## config.mk

```make
export PLATFORM = sky130hd
export DESIGN_NAME = set_operation_engine_unit
export DESIGN_NICKNAME = d
export VERILOG_FILES = /design/src/hw/rtl/soe_pkg.sv /design/src/hw/rtl/soe_core.sv /design/src/hw/rtl/set_operation_engine_unit.sv
export SDC_FILE = /design/constraint.sdc
export NUM_CORES = 1
export LEC_CHECK = 0
export ABC_AREA = 1
export BUFFER_PORTS_ARGS = -buffer_cell sky130_fd_sc_hd__buf_2
export CORE_MARGIN = 2
export CORE_UTILIZATION = 50
export DETAILED_ROUTE_END_ITERATION = 12
export PLACE_DENSITY = 0.68
export SLEW_MARGIN = 25
export SYNTH_ARGS = -nofsm -noshare
export SYNTH_HDL_FRONTEND = slang
export SYNTH_SLANG_ARGS = --single-unit
export TNS_END_PERCENT = 5
```

## constraint.sdc

```tcl
create_clock -name clk -period 6.6 [get_ports clk]
set_clock_uncertainty 0.2 [all_clocks]
set_input_delay 0.66 -clock clk [delete_from_list [all_inputs] [get_ports clk]]
set_output_delay 0.66 -clock clk [all_outputs]
set_load 0.005 [all_outputs]
```

## src/hw/rtl/soe_pkg.sv

```systemverilog
// Shared types and constants for the set operation engine.
// No dependencies; imported by soe_core, set_operation_engine_unit and the testbench.
package soe_pkg;

	localparam int DEF_SET_CAPACITY = 16;
	localparam int DEF_UNIVERSE_END = 100;

	// input item kinds
	localparam logic [1:0] KIND_LOAD_A = 2'd0;
	localparam logic [1:0] KIND_LOAD_B = 2'd1;
	localparam logic [1:0] KIND_CLEAR  = 2'd2;
	localparam logic [1:0] KIND_FETCH  = 2'd3;

	// operation codes
	localparam logic [2:0] OP_UNION     = 3'd0;
	localparam logic [2:0] OP_INTERSECT = 3'd1;
	localparam logic [2:0] OP_DIFF      = 3'd2;
	localparam logic [2:0] OP_SYMDIFF   = 3'd3;
	localparam logic [2:0] OP_PRODUCT   = 3'd4;
	localparam logic [2:0] OP_COMPLEMENT = 3'd5;

	// register indexes
	localparam logic REG_OPERATION     = 1'b0;
	localparam logic REG_ORDER_B_FIRST = 1'b1;

	typedef struct packed {
		logic [1:0]  kind;
		logic [15:0] element;
	} soe_req_t;

	typedef struct packed {
		logic [2:0] operation;
		logic       order_b_first;
	} soe_cfg_t;

	typedef struct packed {
		logic [15:0] first_value;
		logic [15:0] second_value;
		logic        valid_res;
		logic        last;
	} soe_res_t;

endpackage

```

## src/hw/rtl/soe_core.sv

```systemverilog
// Set storage and result sequencer: two set memories, element counts, result cursors.
// Depends on soe_pkg.
module soe_core import soe_pkg::*; #(
	parameter int SET_CAPACITY = DEF_SET_CAPACITY,
	parameter int UNIVERSE_END = DEF_UNIVERSE_END
) (
	input  logic     clk,
	input  logic     arst_n,
	input  logic     req_valid,
	input  soe_req_t req,
	output logic     req_ready,
	input  soe_cfg_t cfg,
	input  logic     rewind,
	output logic     res_valid,
	output soe_res_t res,
	input  logic     res_ready
);

	localparam int NW   = $clog2(SET_CAPACITY + 1);
	localparam int AW   = (SET_CAPACITY > 1) ? $clog2(SET_CAPACITY) : 1;
	localparam int UW   = $clog2(UNIVERSE_END);
	localparam int OW   = (UW > NW) ? UW : NW;
	localparam int CMPW = ((OW > 16) ? OW : 16) + 1;

	localparam logic [NW-1:0] CAP  = NW'(SET_CAPACITY);
	localparam logic [OW:0]   UNIV = (OW + 1)'(UNIVERSE_END);

	localparam logic [2:0] S_IDLE  = 3'd0;
	localparam logic [2:0] S_SETUP = 3'd1;
	localparam logic [2:0] S_SCAN  = 3'd2;
	localparam logic [2:0] S_CHECK = 3'd3;
	localparam logic [2:0] S_PROD  = 3'd4;
	localparam logic [2:0] S_DONE  = 3'd5;

	localparam logic [1:0] MODE_ALL   = 2'd0;
	localparam logic [1:0] MODE_IN    = 2'd1;
	localparam logic [1:0] MODE_NOTIN = 2'd2;

	logic [15:0] mem_a [SET_CAPACITY];
	logic [15:0] mem_b [SET_CAPACITY];
	logic [15:0] a_rd_q, b_rd_q;
	logic          re_a, re_b, we_a, we_b;
	logic [AW-1:0] ra_a, ra_b;

	logic [2:0]    state_q, state_d;
	logic          peek_q, peek_d;
	logic          w_ph_q, w_ph_d, c_ph_q, c_ph_d;
	logic [OW-1:0] w_ou_q, w_ou_d, c_ou_q, c_ou_d;
	logic [NW-1:0] w_in_q, w_in_d, c_in_q, c_in_d;
	logic [NW-1:0] cnt_a_q, cnt_a_d, cnt_b_q, cnt_b_d;
	logic [AW-1:0] j_q, j_d;
	logic [OW-1:0] p_q, p_d;
	logic          comp_q, comp_d;
	logic [1:0]    mode_q, mode_d;
	logic          scan_b_q, scan_b_d;
	soe_res_t      res_q, res_d;

	logic          ps_valid, ps_src_a, ps1_valid;
	logic [1:0]    ps_mode;
	logic [NW-1:0] cx, cy, ns, no, scan_n;
	logic [15:0]   x_rd, y_rd, scan_rd, src_rd;
	logic [CMPW-1:0] cand, scan_val;
	logic          hit;
	logic          fin, fin_found;
	logic [15:0]   fin_f, fin_s;
	logic          fin_ph;
	logic [OW-1:0] fin_ou;
	logic [NW-1:0] fin_in;
	logic [NW:0]   in_inc;

	always_ff @(posedge clk) begin
		if (we_a) mem_a[cnt_a_q[AW-1:0]] <= req.element;
		if (re_a) a_rd_q <= mem_a[ra_a];
	end

	always_ff @(posedge clk) begin
		if (we_b) mem_b[cnt_b_q[AW-1:0]] <= req.element;
		if (re_b) b_rd_q <= mem_b[ra_b];
	end

	always_comb begin
		ps_valid  = 1'b0;
		ps_src_a  = 1'b1;
		ps_mode   = MODE_NOTIN;
		ps1_valid = (cfg.operation == OP_UNION) || (cfg.operation == OP_SYMDIFF);
		case (cfg.operation)
			OP_UNION: begin
				ps_valid = 1'b1;
				ps_src_a = !w_ph_q;
				ps_mode  = w_ph_q ? MODE_NOTIN : MODE_ALL;
			end
			OP_INTERSECT: begin
				ps_valid = !w_ph_q;
				ps_mode  = MODE_IN;
			end
			OP_DIFF: begin
				ps_valid = !w_ph_q;
				ps_src_a = !cfg.order_b_first;
			end
			OP_SYMDIFF: begin
				ps_valid = 1'b1;
				ps_src_a = !w_ph_q;
			end
			default: begin
				ps_valid = 1'b0;
			end
		endcase
	end

	assign cx       = cfg.order_b_first ? cnt_b_q : cnt_a_q;
	assign cy       = cfg.order_b_first ? cnt_a_q : cnt_b_q;
	assign ns       = ps_src_a ? cnt_a_q : cnt_b_q;
	assign no       = ps_src_a ? cnt_b_q : cnt_a_q;
	assign x_rd     = cfg.order_b_first ? b_rd_q : a_rd_q;
	assign y_rd     = cfg.order_b_first ? a_rd_q : b_rd_q;
	assign scan_rd  = scan_b_q ? b_rd_q : a_rd_q;
	assign src_rd   = scan_b_q ? a_rd_q : b_rd_q;
	assign scan_n   = scan_b_q ? cnt_b_q : cnt_a_q;
	assign cand     = comp_q ? CMPW'(p_q) : {{(CMPW-16){src_rd[15]}}, src_rd};
	assign scan_val = {{(CMPW-16){scan_rd[15]}}, scan_rd};
	assign hit      = (scan_val == cand);
	assign in_inc   = (NW + 1)'(w_in_q) + 1'b1;

	always_comb begin
		state_d  = state_q;
		peek_d   = peek_q;
		w_ph_d   = w_ph_q;
		w_ou_d   = w_ou_q;
		w_in_d   = w_in_q;
		c_ph_d   = c_ph_q;
		c_ou_d   = c_ou_q;
		c_in_d   = c_in_q;
		cnt_a_d  = cnt_a_q;
		cnt_b_d  = cnt_b_q;
		j_d      = j_q;
		p_d      = p_q;
		comp_d   = comp_q;
		mode_d   = mode_q;
		scan_b_d = scan_b_q;
		res_d    = res_q;
		re_a     = 1'b0;
		re_b     = 1'b0;
		ra_a     = '0;
		ra_b     = '0;
		we_a     = 1'b0;
		we_b     = 1'b0;
		fin       = 1'b0;
		fin_found = 1'b0;
		fin_f     = '0;
		fin_s     = '0;
		fin_ph    = w_ph_q;
		fin_ou    = w_ou_q;
		fin_in    = w_in_q;

		case (state_q)
			S_IDLE: begin
				if (req_valid) begin
					case (req.kind)
						KIND_LOAD_A: begin
							if (cnt_a_q < CAP) begin
								we_a    = 1'b1;
								cnt_a_d = cnt_a_q + 1'b1;
							end
							c_ph_d = 1'b0;
							c_ou_d = '0;
							c_in_d = '0;
						end
						KIND_LOAD_B: begin
							if (cnt_b_q < CAP) begin
								we_b    = 1'b1;
								cnt_b_d = cnt_b_q + 1'b1;
							end
							c_ph_d = 1'b0;
							c_ou_d = '0;
							c_in_d = '0;
						end
						KIND_CLEAR: begin
							cnt_a_d = '0;
							cnt_b_d = '0;
							c_ph_d  = 1'b0;
							c_ou_d  = '0;
							c_in_d  = '0;
						end
						default: begin
							w_ph_d  = c_ph_q;
							w_ou_d  = c_ou_q;
							w_in_d  = c_in_q;
							peek_d  = 1'b0;
							state_d = S_SETUP;
						end
					endcase
				end
			end
			S_SETUP: begin
				case (cfg.operation)
					OP_PRODUCT: begin
						if ((w_ou_q >= OW'(cx)) || (cy == '0) || (w_in_q >= cy)) begin
							fin = 1'b1;
						end else begin
							re_a = 1'b1;
							re_b = 1'b1;
							ra_a = cfg.order_b_first ? w_in_q[AW-1:0] : w_ou_q[AW-1:0];
							ra_b = cfg.order_b_first ? w_ou_q[AW-1:0] : w_in_q[AW-1:0];
							state_d = S_PROD;
						end
					end
					OP_COMPLEMENT: begin
						if ((OW + 1)'(w_ou_q) + 1'b1 >= UNIV) begin
							fin = 1'b1;
						end else begin
							p_d      = w_ou_q + 1'b1;
							w_ou_d   = w_ou_q + 1'b1;
							comp_d   = 1'b1;
							mode_d   = MODE_NOTIN;
							scan_b_d = cfg.order_b_first;
							j_d      = '0;
							re_a     = !cfg.order_b_first;
							re_b     = cfg.order_b_first;
							state_d  = (cx == '0) ? S_CHECK : S_SCAN;
						end
					end
					default: begin
						if (!ps_valid) begin
							fin = 1'b1;
						end else if (w_ou_q >= OW'(ns)) begin
							if (!w_ph_q && ps1_valid) begin
								w_ph_d = 1'b1;
								w_ou_d = '0;
							end else begin
								fin = 1'b1;
							end
						end else begin
							re_a     = 1'b1;
							re_b     = 1'b1;
							ra_a     = ps_src_a ? w_ou_q[AW-1:0] : '0;
							ra_b     = ps_src_a ? '0 : w_ou_q[AW-1:0];
							w_ou_d   = w_ou_q + 1'b1;
							comp_d   = 1'b0;
							mode_d   = ps_mode;
							scan_b_d = ps_src_a;
							j_d      = '0;
							state_d  = ((ps_mode == MODE_ALL) || (no == '0)) ? S_CHECK : S_SCAN;
						end
					end
				endcase
			end
			S_SCAN: begin
				if (hit) begin
					if (mode_q == MODE_IN) begin
						fin       = 1'b1;
						fin_found = 1'b1;
						fin_f     = cand[15:0];
					end else begin
						state_d = S_SETUP;
					end
				end else if ((NW + 1)'(j_q) + 1'b1 < (NW + 1)'(scan_n)) begin
					re_a = !scan_b_q;
					re_b = scan_b_q;
					ra_a = j_q + 1'b1;
					ra_b = j_q + 1'b1;
					j_d  = j_q + 1'b1;
				end else if (mode_q == MODE_NOTIN) begin
					fin       = 1'b1;
					fin_found = 1'b1;
					fin_f     = cand[15:0];
				end else begin
					state_d = S_SETUP;
				end
			end
			S_CHECK: begin
				if (mode_q != MODE_IN) begin
					fin       = 1'b1;
					fin_found = 1'b1;
					fin_f     = cand[15:0];
				end else begin
					state_d = S_SETUP;
				end
			end
			S_PROD: begin
				fin       = 1'b1;
				fin_found = 1'b1;
				fin_f     = x_rd;
				fin_s     = y_rd;
				if (in_inc >= (NW + 1)'(cy)) begin
					fin_in = '0;
					fin_ou = w_ou_q + 1'b1;
				end else begin
					fin_in = in_inc[NW-1:0];
				end
			end
			S_DONE: begin
				if (res_ready) state_d = S_IDLE;
			end
			default: begin
				state_d = S_IDLE;
			end
		endcase

		if (fin) begin
			if (!peek_q) begin
				if (fin_found) begin
					c_ph_d = fin_ph;
					c_ou_d = fin_ou;
					c_in_d = fin_in;
					w_ph_d = fin_ph;
					w_ou_d = fin_ou;
					w_in_d = fin_in;
					res_d.first_value  = fin_f;
					res_d.second_value = fin_s;
					res_d.valid_res    = 1'b1;
					res_d.last         = 1'b0;
					peek_d  = 1'b1;
					state_d = S_SETUP;
				end else begin
					res_d   = '0;
					state_d = S_DONE;
				end
			end else begin
				res_d.last = !fin_found;
				state_d    = S_DONE;
			end
		end

		if (rewind) begin
			c_ph_d = 1'b0;
			c_ou_d = '0;
			c_in_d = '0;
		end
	end

	always_ff @(posedge clk or negedge arst_n) begin
		if (!arst_n) begin
			state_q <= S_IDLE;
			peek_q  <= 1'b0;
			c_ph_q  <= 1'b0;
			c_ou_q  <= '0;
			c_in_q  <= '0;
			cnt_a_q <= '0;
			cnt_b_q <= '0;
		end else begin
			state_q <= state_d;
			peek_q  <= peek_d;
			c_ph_q  <= c_ph_d;
			c_ou_q  <= c_ou_d;
			c_in_q  <= c_in_d;
			cnt_a_q <= cnt_a_d;
			cnt_b_q <= cnt_b_d;
		end
	end

	always_ff @(posedge clk) begin
		w_ph_q   <= w_ph_d;
		w_ou_q   <= w_ou_d;
		w_in_q   <= w_in_d;
		j_q      <= j_d;
		p_q      <= p_d;
		comp_q   <= comp_d;
		mode_q   <= mode_d;
		scan_b_q <= scan_b_d;
		res_q    <= res_d;
	end

	assign req_ready = (state_q == S_IDLE);
	assign res_valid = (state_q == S_DONE);
	assign res       = res_q;

endmodule

```

## src/hw/rtl/set_operation_engine_unit.sv

```systemverilog
// Top level of the set operation engine: APB registers, stream ports, output register.
// Depends on soe_pkg and soe_core.
//
// Loads and clears are taken in S_IDLE. A fetch runs the result search twice, once to find the
// next result element and once more to see whether it is the final one, then hands the item
// over in S_DONE. In the search each candidate is read from its set memory (S_SETUP), then the
// entries of the other set are scanned for membership (S_SCAN) where the operation needs it.
// A product fetch reads one pair from both set memories; a complement fetch scans the chosen
// set once per value from 1 up.
module set_operation_engine_unit import soe_pkg::*; #(
	parameter int SET_CAPACITY = DEF_SET_CAPACITY,
	parameter int UNIVERSE_END = DEF_UNIVERSE_END
) (
	input  logic        clk,
	input  logic        arst_n,
	input  logic        s_tvalid,
	output logic        s_tready,
	input  logic [15:0] s_tdata,   // [15:0] element
	input  logic [1:0]  s_tuser,   // [1:0] kind
	output logic        m_tvalid,
	input  logic        m_tready,
	output logic [31:0] m_tdata,   // [15:0] first_value, [31:16] second_value
	output logic        m_tuser,   // [0] valid_res
	output logic        m_tlast,
	input  logic        psel,
	input  logic        penable,
	input  logic        pwrite,
	input  logic [2:0]  paddr,
	input  logic [31:0] pwdata,
	output logic [31:0] prdata,
	output logic        pready
);

	soe_cfg_t cfg_q;
	soe_req_t req;
	soe_res_t res;
	logic     cfg_wr, res_valid, res_ready;
	logic     m_tvalid_q;
	soe_res_t m_res_q;

	assign pready = 1'b1;
	assign cfg_wr = psel && penable && pwrite;

	always_ff @(posedge clk or negedge arst_n) begin
		if (!arst_n) begin
			cfg_q <= '0;
		end else if (cfg_wr) begin
			case (paddr[2])
				REG_OPERATION:     cfg_q.operation     <= pwdata[2:0];
				REG_ORDER_B_FIRST: cfg_q.order_b_first <= pwdata[0];
				default:           cfg_q               <= cfg_q;
			endcase
		end
	end

	always_comb begin
		case (paddr[2])
			REG_OPERATION:     prdata = {29'd0, cfg_q.operation};
			REG_ORDER_B_FIRST: prdata = {31'd0, cfg_q.order_b_first};
			default:           prdata = '0;
		endcase
	end

	assign req = {s_tuser, s_tdata};

	soe_core #(
		.SET_CAPACITY(SET_CAPACITY),
		.UNIVERSE_END(UNIVERSE_END)
	) u_core (
		.clk       (clk),
		.arst_n    (arst_n),
		.req_valid (s_tvalid),
		.req       (req),
		.req_ready (s_tready),
		.cfg       (cfg_q),
		.rewind    (cfg_wr),
		.res_valid (res_valid),
		.res       (res),
		.res_ready (res_ready)
	);

	assign res_ready = !m_tvalid_q || m_tready;

	always_ff @(posedge clk or negedge arst_n) begin
		if (!arst_n) begin
			m_tvalid_q <= 1'b0;
		end else if (res_ready) begin
			m_tvalid_q <= res_valid;
		end
	end

	always_ff @(posedge clk) begin
		if (res_valid && res_ready) m_res_q <= res;
	end

	assign m_tvalid = m_tvalid_q;
	assign m_tdata  = {m_res_q.second_value, m_res_q.first_value};
	assign m_tuser  = m_res_q.valid_res;
	assign m_tlast  = m_res_q.last;

endmodule

```

* Word level (Yosys, flattened, before mapping)
Memory sizes are Yosys's and may differ from the RTL's. A register that Yosys moved wholly into a read port is not among the register bits.
Cells that the tools add are included.
** Storage, ports and cells
- Output and inout port bits :: 69
- Bits in writable memories :: 512
- Memories :: 2
- Bits in registers :: 128
** Memory list
- u_core.mem_a :: words 16, bits a word 16, rd ports 1, clocked after memory_dff 1, write ports 1, line soe_core.sv:39 : logic [15:0] mem_a [SET_CAPACITY];
- u_core.mem_b :: words 16, bits a word 16, rd ports 1, clocked after memory_dff 1, write ports 1, line soe_core.sv:40 : logic [15:0] mem_b [SET_CAPACITY];
** Cells by class
- Reduce and logical (&&, ||, !) cells :: 39
- Bitwise logic cells :: 4
- Magnitude comparators :: 8
- Equality and inequality tests :: 39
- $add $sub $neg :: 7
- Muxes and demuxes :: 177
** Operator list (number)
- $mux W16 :: 9
- $mux W7 :: 18
- $mux W5 :: 22
- $mux W4 :: 17
- $pmux W32 S2 :: 1
- $mux W1 :: 62
- $pmux W16 S3 :: 1
- $pmux W4 S2 :: 6
- $mux W3 :: 15
- $pmux W7 S2 :: 2
- $pmux W1 S2 :: 10
- $pmux W5 S2 :: 2
- $pmux W3 S6 :: 1
- $eq A17 B17 Y1 :: 1
- $mux W17 :: 1
- $logic_not A5 Y1 :: 3
- $ge A7 B5 Y1 :: 2
- $eq A3 B2 Y1 const B :: 4
- $eq A3 B3 Y1 const B :: 4
- $ne A3 B2 Y1 const B :: 4
- $reduce_and A12 Y1 :: 1
- $add A5 B1 Y5 const B :: 2
- $lt A5 B5 Y1 const B :: 2
- $mux W2 :: 5
- other kinds (39) :: 79

* Longest topological paths before layout
Gate-level depths: netlist of run 1.
- Depth after elaboration :: 12
- Mapped depth :: 25
- Depth with buffers taken out :: 23

* Modules after synthesis
A second synthesis of run 1 with hierarchy kept.
** Second synthesis, totals
- Cell total of the unflattened synthesis :: 3253
- Area, all modules :: 32133.3 um2
** By module, submodules not included
- soe_core :: instances 1, cells an instance 3152, area each 30623.1 um2, sequential area each 18753.0 um2
- set_operation_engine_unit :: instances 1, cells an instance 101, area each 1510.2 um2, sequential area each 1146.1 um2

* Worst setup path before layout of run 1
No wires, ideal clock.
- Path kind :: flip-flop to flip-flop
- Start :: register cfg_q[1] (netlist name)
- End :: register u_core.res_q (netlist bit u_core.res[10]) (enable)
- Arrival :: 3332 ps
- Cell stages (with the launch flop) :: 21
- Slack :: 2680 ps
- Clock period less this slack :: 3920 ps
- Setup time :: 388 ps
- Cells stage by stage :: dfrtp_1 nand2_1 nand2_1 nor2_1 nand2_1 nand2_1 clkbuf_1 o21ai_0 ha_1 nand2_1 nor2_1 nand4_1 nand4_2 inv_1 nor2_1 nand2_1 nand3_1 nand2_1 nand3_1 nand2_1 inv_1
** Between the ends
- Word-level cells in the longest chain between the ends :: 10
- Elaborated cells on any way between the ends :: 20
- Classes of those cells :: order compare: 1; eq/ne: 5; mux: 8; reduce/logical: 6
** RTL lines
- start, declared :: line set_operation_engine_unit.sv:34 : soe_cfg_t cfg_q;
- start signal, assigned :: line set_operation_engine_unit.sv:51 : default: cfg_q <= cfg_q;
- $eq A3 B2 Y1 / $logic_not A3 Y1 (equally long branches) :: line soe_core.sv:85, soe_core.sv:86
- $reduce_or A2 Y1 (no source line)
- $pmux W1 S2 :: line soe_core.sv:86 : case (cfg.operation)
- $mux W5 :: line soe_core.sv:112 : assign ns = ps_src_a ? cnt_a_q : cnt_b_q;
- $ge A7 B5 Y1 :: line soe_core.sv:225 : end else if (w_ou_q >= OW'(ns)) begin
- $mux W1 :: line soe_core.sv:225
- $mux W1 :: line soe_core.sv:223 : if (!ps_valid) begin
- $pmux W1 S2 (*) :: line soe_core.sv:195 : case (cfg.operation)
- $pmux W1 S4 (*) :: line soe_core.sv:155 : case (state_q)
- $reduce_and A2 Y1 (no source line) (*)
- end signal, assigned :: line soe_core.sv:360 : res_q <= res_d;
- end, declared :: line soe_core.sv:56 : soe_res_t res_q, res_d;
Every way passes the cells marked *; elsewhere a longest branch is shown, timed or not.
A chain may end at the register's enable or synchronous reset.

* Final worst setup path of run 1
- Start :: register cfg_q[3] (netlist name)
- End :: register u_core.b_rd_q[8] (read register of u_core.mem_b), data pin
** Between the ends
- Word-level cells in the longest chain between the ends :: 9
- Elaborated cells on any way between the ends :: 21
- Classes of those cells :: order compare: 1; eq/ne: 5; mux: 12; reduce/logical: 3
** RTL lines
- $eq A3 B2 Y1 / $logic_not A3 Y1 (equally long branches) :: line soe_core.sv:86
- $reduce_or A2 Y1 (no source line)
- $pmux W1 S2 :: line soe_core.sv:86
- $mux W5 :: line soe_core.sv:112
- $ge A7 B5 Y1 :: line soe_core.sv:225
- $mux W4 / $mux W1 (equally long branches) :: line soe_core.sv:225
- $mux W4 / $mux W1 (equally long branches) :: line soe_core.sv:223
- $pmux W4 S2 / $pmux W1 S2 (equally long branches) :: line soe_core.sv:195
- $pmux W4 S2 / $pmux W1 S2 (equally long branches) :: line soe_core.sv:155
- end, declared :: line soe_core.sv:41 : logic [15:0] a_rd_q, b_rd_q;
Several ways; a longest one is shown, not always the timed one.

==> flow_summary.json, run 1 <==
{
  "power.total_uw": 12900,
  "fp.dieH_um": 256,
  "setup_tns_ns": 0,
  "cp-start-kind": "register",
  "crit_chain": "inv_1, nand2_1, nor2_1, nand2_1, nand2_1, o21ai_0, ha_1, a21oi_1, o21ai_0, nand3_1, nand4_2, nand2_2, nand2_1, nor2_1, nand2_1, nand2_2, buf_4, nand3_1, nand3_1, nand3_1, nand2_1",
  "cts-root-buf": "clkbuf_16",
  "synth_cell_types": 47,
  "syn_area_um2": 31800,
  "required_ns": 6.79,
  "final_cells": 4143,
  "grt_pass1_wl_um": 124000,
  "vias": 22700,
  "yosysSeqAreaShare": 0.626,
  "grt_setup_unrepaired": "no",
  "powerDensity_nw_per_um2": 366,
  "wirelength_um": 81100,
  "cts_max_path_buffers": 3,
  "syn_area_per_cell_um2": 9.89,
  "crit_buf_inv": 2,
  "synth_adder_area_share": 0.0142,
  "via_per_inst": 5.49,
  "drt_drc_violations_left": 0,
  "post-dp-hpwl_um": 48300,
  "synth_compound_area_frac": 0.0377,
  "syn_inst": 3214,
  "wl_per_cell_um": 19.6,
  "yosysWarnings": 0,
  "grt-ovfl-total": 0,
  "htreeDepth": 3,
  "grt.total_usage": 0.245,
  "hold_class": "input pin to register",
  "clock_latency_ns": 0.63,
  "max_freq_ghz": 0.196,
  "cts_tree": "built",
  "ant_nets": 0,
  "final_layout_size_suffix_gt1_frac": 0.0795,
  "area_growth_pct": 10.3,
  "finalSetupViolations": 0,
  "dpl.cell_count": 4011,
  "synth_simple_gate_area_share": 0.231,
  "grt_start_max_net_pins": 129,
  "leakage_uw": 0.0145,
  "synthArstFlopShare": 0.0476,
  "cts.sinks": 672,
  "ys_ff_latch": 672,
  "grt_pass1_vias": 21600,
  "fin_util": 0.557,
  "synthMuxAreaShare": 0.000315,
  "drtPass1Iterations": 8,
  "drtIter0Drc": 2324,
  "tightest_slew_ns": 1.10,
  "worstSetupPathType": "register to register",
  "hold_violations": 0,
  "postCtsSetupBuffers": 0,
  "critPathMostFrequentCell": "nand2_1",
  "maxSlewHeadroom": 0.266,
  "status": "complete, no violations",
  "port_buffers": 67,
  "gp_congestion": 0.939,
  "max-vdd-ir-drop_uv": 205,
  "antenna_found_initial": 1,
  "slowest_stage": "buf_4",
  "cp_top_family": "simple AND/OR/NAND/NOR gates",
  "timing_max_transition_violations_final": 0,
  "dieWidth_um": 256,
  "start_util": 0.505,
  "core_um2": 63000,
  "synth_xor_area_frac": 0.00248,
  "synth_edf_count": 628,
  "clk_pin_slew_ns": 0.06,
  "maxCapViolCount": 0,
  "num-nets-final": 3335,
  "cp_max_fo": 64,
  "num_rows": 92,
  "fin_crit_sh": 0.772,
  "die_area_um2": 65600,
  "synth_top_family_by_area": "simple AND/OR/NAND/NOR gates",
  "ios": 129,
  "numCtsBuffers": 71,
  "hold_slack_ns": 0.0947,
  "cts_resized": 0,
  "cp.arrival_ns": 5.28,
  "end_kind": "register",
  "synthFlopType": "edfxtp_1",
  "cp_slowest_stage_delay_ns": 0.64,
  "period_needed_ns": 5.09
}
[worst reg2reg max path, cell delays in order (launching register included)]
cell	delay [ns]
dfrtp_1	0.41
inv_1	0.15
nand2_1	0.12
nor2_1	0.13
nand2_1	0.08
nand2_1	0.40
o21ai_0	0.18
ha_1	0.34
a21oi_1	0.14
o21ai_0	0.10
nand3_1	0.11
nand4_2	0.29
nand2_2	0.29
nand2_1	0.08
nor2_1	0.13
nand2_1	0.10
nand2_2	0.12
buf_4	0.64
nand3_1	0.21
nand3_1	0.13
nand3_1	0.13
nand2_1	0.38
[per-stage QoR]
| step | instance area (um^2) | setup WS, ns |
|---|---|---|
| 2_1_floorplan | 31900 | 2.68 |
| 3_3_place_gp | 32700 | 1.68 |
| 3_5_place_dp | 32700 | 1.63 |
| 4_1_cts | 35100 | 1.61 |
| 5_1_grt | 35100 | 1.16 |
| 6_report | 35100 | 1.51 |
[layout by cell type (no fill, tap or decap), drive strengths merged, types with 32 or more instances in the layout]
cell and count:
nor2 91, buf 125, inv 453, o21ai 127
clkbuf 86, dfrtp 32, edfxtp 628, nand2 756
nand3 661, ha 36, a21oi 56, nand3b 81
[flip-flops by register name, indices dropped and copies added (netlist names), 7 cells and up]
name and count:
u_core.res 34, u_core.mem_a 256, u_core.b_rd_q 16, u_core.mem_b 256
u_core.c_ou_q 7, u_core.p_q 7, u_core.a_rd_q 16, u_core.w_ou_q 7
m_tdata 32
[final cells by class]
class / instances / area, um^2
fillers: 5342 / 27900
clock buffers: 86 / 1880
well taps: 846 / 1060
multi-input cells: 1917 / 9240
clock inverters: 43 / 450
inverters: 451 / 1690
repair buffers: 126 / 843
diodes: 2 / 5.00
flip-flops and latches: 672 / 19900
[report_power, final]
group          switching (uW)  total (uW)  internal (uW)
clock                    1660        3980           2320
combinational            2420        3420           1000
sequential                288        5450           5160
total                    4370       12900           8480
[logic make-up (layout without fill, tap and decap cells)]
kind of cell	count (synthesis)	in the layout
flops	672	672
other cells	2	32
xor+xnor	9	9
fa+ha+maj	36	36
compound gates	219	219
buf+inv	653	706
mux	1	1
simple gates	1622	1622
[cell usage after synthesis, types with 10 or more instances]
library cell | n | area share
edfxtp_1 | 628 | 0.59
o22ai_1 | 10 | 0.0020
buf_4 | 42 | 0.0099
nand3_1 | 659 | 0.10
nand2_1 | 752 | 0.089
inv_1 | 443 | 0.052
dfrtp_1 | 32 | 0.025
o21ai_0 | 118 | 0.019
dfxtp_1 | 12 | 0.0076
nand4_1 | 13 | 0.0026
ha_1 | 36 | 0.014
clkbuf_1 | 30 | 0.0035
nand3b_1 | 81 | 0.019
a21oi_1 | 56 | 0.0088
nor2_1 | 88 | 0.010
buf_2 | 119 | 0.019
[path summary, 6_finish.rpt]
path                                                   start                    endpoint  slack, ns  depth (start not counted)
worst max-delay path                    cfg_q[3]$_DFFE_PN0P_  u_core.b_rd_q[8]$_DFFE_PP_       1.51                         21
worst min-delay path                               pwdata[1]        cfg_q[2]$_DFFE_PN0P_       0.09                          3
worst max register to register          cfg_q[3]$_DFFE_PN0P_  u_core.b_rd_q[8]$_DFFE_PP_       1.51                         21
worst min register to register  u_core.res[23]$_SDFFCE_PN0P_        m_tdata[5]$_DFFE_PP_       0.21                          0
max in group asynchronous                             arst_n        cfg_q[0]$_DFFE_PN0P_       5.11                          2
min in group asynchronous                             arst_n  u_core.c_ou_q[0]$_DFF_PN0_       0.49                          2
[routing by layer]
layer | share of wire | up-vias | GRT usage
met5 | 0.00016 | - | 0
met4 | 0.029 | 2 | 0.0871
met3 | 0.078 | 140 | 0.0412
met2 | 0.48 | 884 | 0.403
met1 | 0.42 | 10900 | 0.328
li1 | - | 10800 | -
[repair_timing]
item                                    CTS  global route
hold buffers                              1             0
endpoints found under the setup margin    0             0
hold endpoints to repair                 32             0
Power figures use the tool's default switching activity.
==> run 2, diff against run 1 <==
--- a/config.mk
+++ b/config.mk
@@ -10,7 +10,7 @@
 export CORE_MARGIN = 2
 export CORE_UTILIZATION = 50
 export DETAILED_ROUTE_END_ITERATION = 12
-export PLACE_DENSITY = 0.68
+export PLACE_DENSITY = 0.7
 export SLEW_MARGIN = 25
 export SYNTH_ARGS = -nofsm -noshare
 export SYNTH_HDL_FRONTEND = slang
==> constraint.sdc (replaced) <==
create_clock -name clk -period 4.2 [get_ports clk]
set_clock_uncertainty 0.2 [all_clocks]
set_input_delay 0.42 -clock clk [delete_from_list [all_inputs] [get_ports clk]]
set_output_delay 0.42 -clock clk [all_outputs]
set_load 0.005 [all_outputs]
==> run 2 against run 1 <==
Final area is 1.8% higher; power is 58% higher; clock power is 55% higher; sequential share of layout area is 1.0 points lower; sequential power is 58% higher; non-clock buffer count is 60 higher; core utilization is 1.0 points higher; flip-flop and latch count stayed put; combinational power is 61% higher; critical path type unchanged; critical endpoint is now u_core.b_rd_q[4]$_DFFE_PP_; highest routed layer is now met4.
==> flow_summary.json, run 2 (same netlist as run 1, synthesis figures left out) <==
{
  "status": "complete, no violations",
  "post-dp-hpwl_um": 48300,
  "gp_congestion": 0.943,
  "n_antenna_cell": 0,
  "vias": 22700,
  "core_um2": 63000,
  "fin_crit_sh": 0.943,
  "slowest_stage": "dfrtp_4",
  "cp.arrival_ns": 4.11,
  "timing_max_transition_violations_final": 0,
  "port_buffers": 67,
  "htreeDepth": 3,
  "final_layout_size_suffix_gt1_frac": 0.0936,
  "layout_common_cells": "nand2_1 (745), nand3_1 (659), edfxtp_1 (628), inv_1 (443), o21ai_0 (116)",
  "drtPass1Iterations": 5,
  "ant_nets": 0,
  "drt_drc_violations_left": 0,
  "cts_max_path_buffers": 3,
  "drtIter0Drc": 2305,
  "required_ns": 4.35,
  "wirelength_um": 78900,
  "critPathMostFrequentCell": "nand2_1",
  "finalSetupViolations": 0,
  "cts.sinks": 672,
  "setup_tns_ns": 0,
  "hold_violations": 0,
  "grt_setup_unrepaired": "no",
  "dieWidth_um": 256,
  "cp_top_family": "simple AND/OR/NAND/NOR gates",
  "fin_util": 0.567,
  "area_growth_pct": 12.3,
  "antenna_found_initial": 0,
  "cts-root-buf": "clkbuf_16",
  "die_area_um2": 65600,
  "num-nets-final": 3396,
  "worstSetupPathType": "register to register",
  "start_util": 0.505,
  "fp.dieH_um": 256,
  "grt_start_max_net_pins": 78,
  "cp_max_fo": 21,
  "maxCapViolCount": 0,
  "max_freq_ghz": 0.253,
  "max-vdd-ir-drop_uv": 280,
  "crit_chain": "o21ai_0, ha_1, nand2_1, nand2_1, nor3b_1, nand2_1, a21oi_1, nand3_1, nand2_2, buf_4, buf_4, nand4_1, nand2_1, inv_1, nand3_1, nand2_1",
  "cp_slowest_stage_delay_ns": 0.59,
  "grt.total_usage": 0.239,
  "via_per_inst": 5.41,
  "grt_pass1_wl_um": 122000,
  "hold_class": "input pin to register",
  "period_needed_ns": 3.96,
  "clk_pin_slew_ns": 0.07,
  "num_rows": 92,
  "powerDensity_nw_per_um2": 568,
  "maxSlewHeadroom": 0.409,
  "grt_pass1_vias": 21300,
  "leakage_uw": 0.0149,
  "cts_tree": "built",
  "ios": 129,
  "clock_latency_ns": 0.62,
  "wl_per_cell_um": 18.8,
  "cp-start-kind": "register",
  "numCtsBuffers": 72,
  "final_common_cell": "nand2_1",
  "grt-ovfl-total": 0,
  "end_kind": "register",
  "crit_buf_inv": 3,
  "tightest_slew_ns": 0.884,
  "fill_cells": 5265
}
-- run 2: layout make-up --
class | count | area (um^2) | area share
clock buffer | 88 | 1950 | 0.0545
clock inverter | 42 | 342 | 0.00957
inverter | 451 | 1700 | 0.0476
multi-input combinational | 1917 | 9240 | 0.259
sequential | 672 | 19900 | 0.557
tap | 846 | 1060 | 0.0297
timing repair buffer | 186 | 1510 | 0.0423
-- run 2: path summary, 6_finish.rpt --
path                                               from  cells past startpoint                    endpoint  slack, ns
setup / recovery                   cfg_q[0]$_DFFE_PN0P_                     16  u_core.b_rd_q[4]$_DFFE_PP_       0.24
hold / removal                                   pwrite                      4        cfg_q[3]$_DFFE_PN0P_       0.08
setup reg to reg                   cfg_q[0]$_DFFE_PN0P_                     16  u_core.b_rd_q[4]$_DFFE_PP_       0.24
hold reg to reg            u_core.res[19]$_SDFFCE_PN0P_                      0        m_tdata[1]$_DFFE_PP_       0.21
max in group asynchronous                        arst_n                      2        cfg_q[0]$_DFFE_PN0P_       2.98
min in group asynchronous                        arst_n                      2  u_core.c_ou_q[1]$_DFF_PN0_       0.22
-- run 2: power by group --
| part | internal (uW) | switching [uW] | leakage (uW) | total, uW |
|---|---|---|---|---|
| Clock | 3600 | 2550 | 0.00113 | 6150 |
| Combinational | 1800 | 3710 | 0.00758 | 5510 |
| Sequential | 8110 | 494 | 0.00619 | 8600 |
-- run 2: per-stage QoR --
step	total power (uW)	hold WS, ns	instance area (um^2)	instances	setup WS (ns)
2_1_floorplan	12200	-0.0756	31900	3242	0.280
3_3_place_gp	14100	0.201	33300	4060	0.118
3_5_place_dp	14100	0.205	33300	4060	0.120
4_1_cts	20300	0.0612	35700	4201	0.101
5_1_grt	21300	0.112	35700	4202	0.000949
6_report	20300	0.0849	35700	4202	0.240
-- run 2: worst reg2reg max path, cell delays in order (launching register included) --
cell and delay [ns]:
dfrtp_4 0.59, o21ai_0 0.33, ha_1 0.31, nand2_1 0.07
nand2_1 0.04, nor3b_1 0.20, nand2_1 0.08, a21oi_1 0.25
nand3_1 0.13, nand2_2 0.16, buf_4 0.15, buf_4 0.12
nand4_1 0.07, nand2_1 0.19, inv_1 0.35, nand3_1 0.35
nand2_1 0.10
-- run 2: per-layer routing --
metal / part of all wire / global-route usage / routed length [um] / vias up
met5: 0 / 0 / 0 / -
met4: 0.026 / 0.0828 / 2090 / 0
met3: 0.083 / 0.0387 / 6590 / 121
met2: 0.47 / 0.385 / 36900 / 905
met1: 0.42 / 0.330 / 33400 / 10800
li1: - / - / - / 10900
-- run 2: timing repair --
| action | in CTS | in global routing |
|---|---|---|
| hold endpoints to repair | 40 | 0 |
| gates resized for setup | 0 | 13 |
| setup endpoints to repair | 0 | 32 |
| hold buffers | 11 | 0 |
| setup buffers | 0 | 0 |
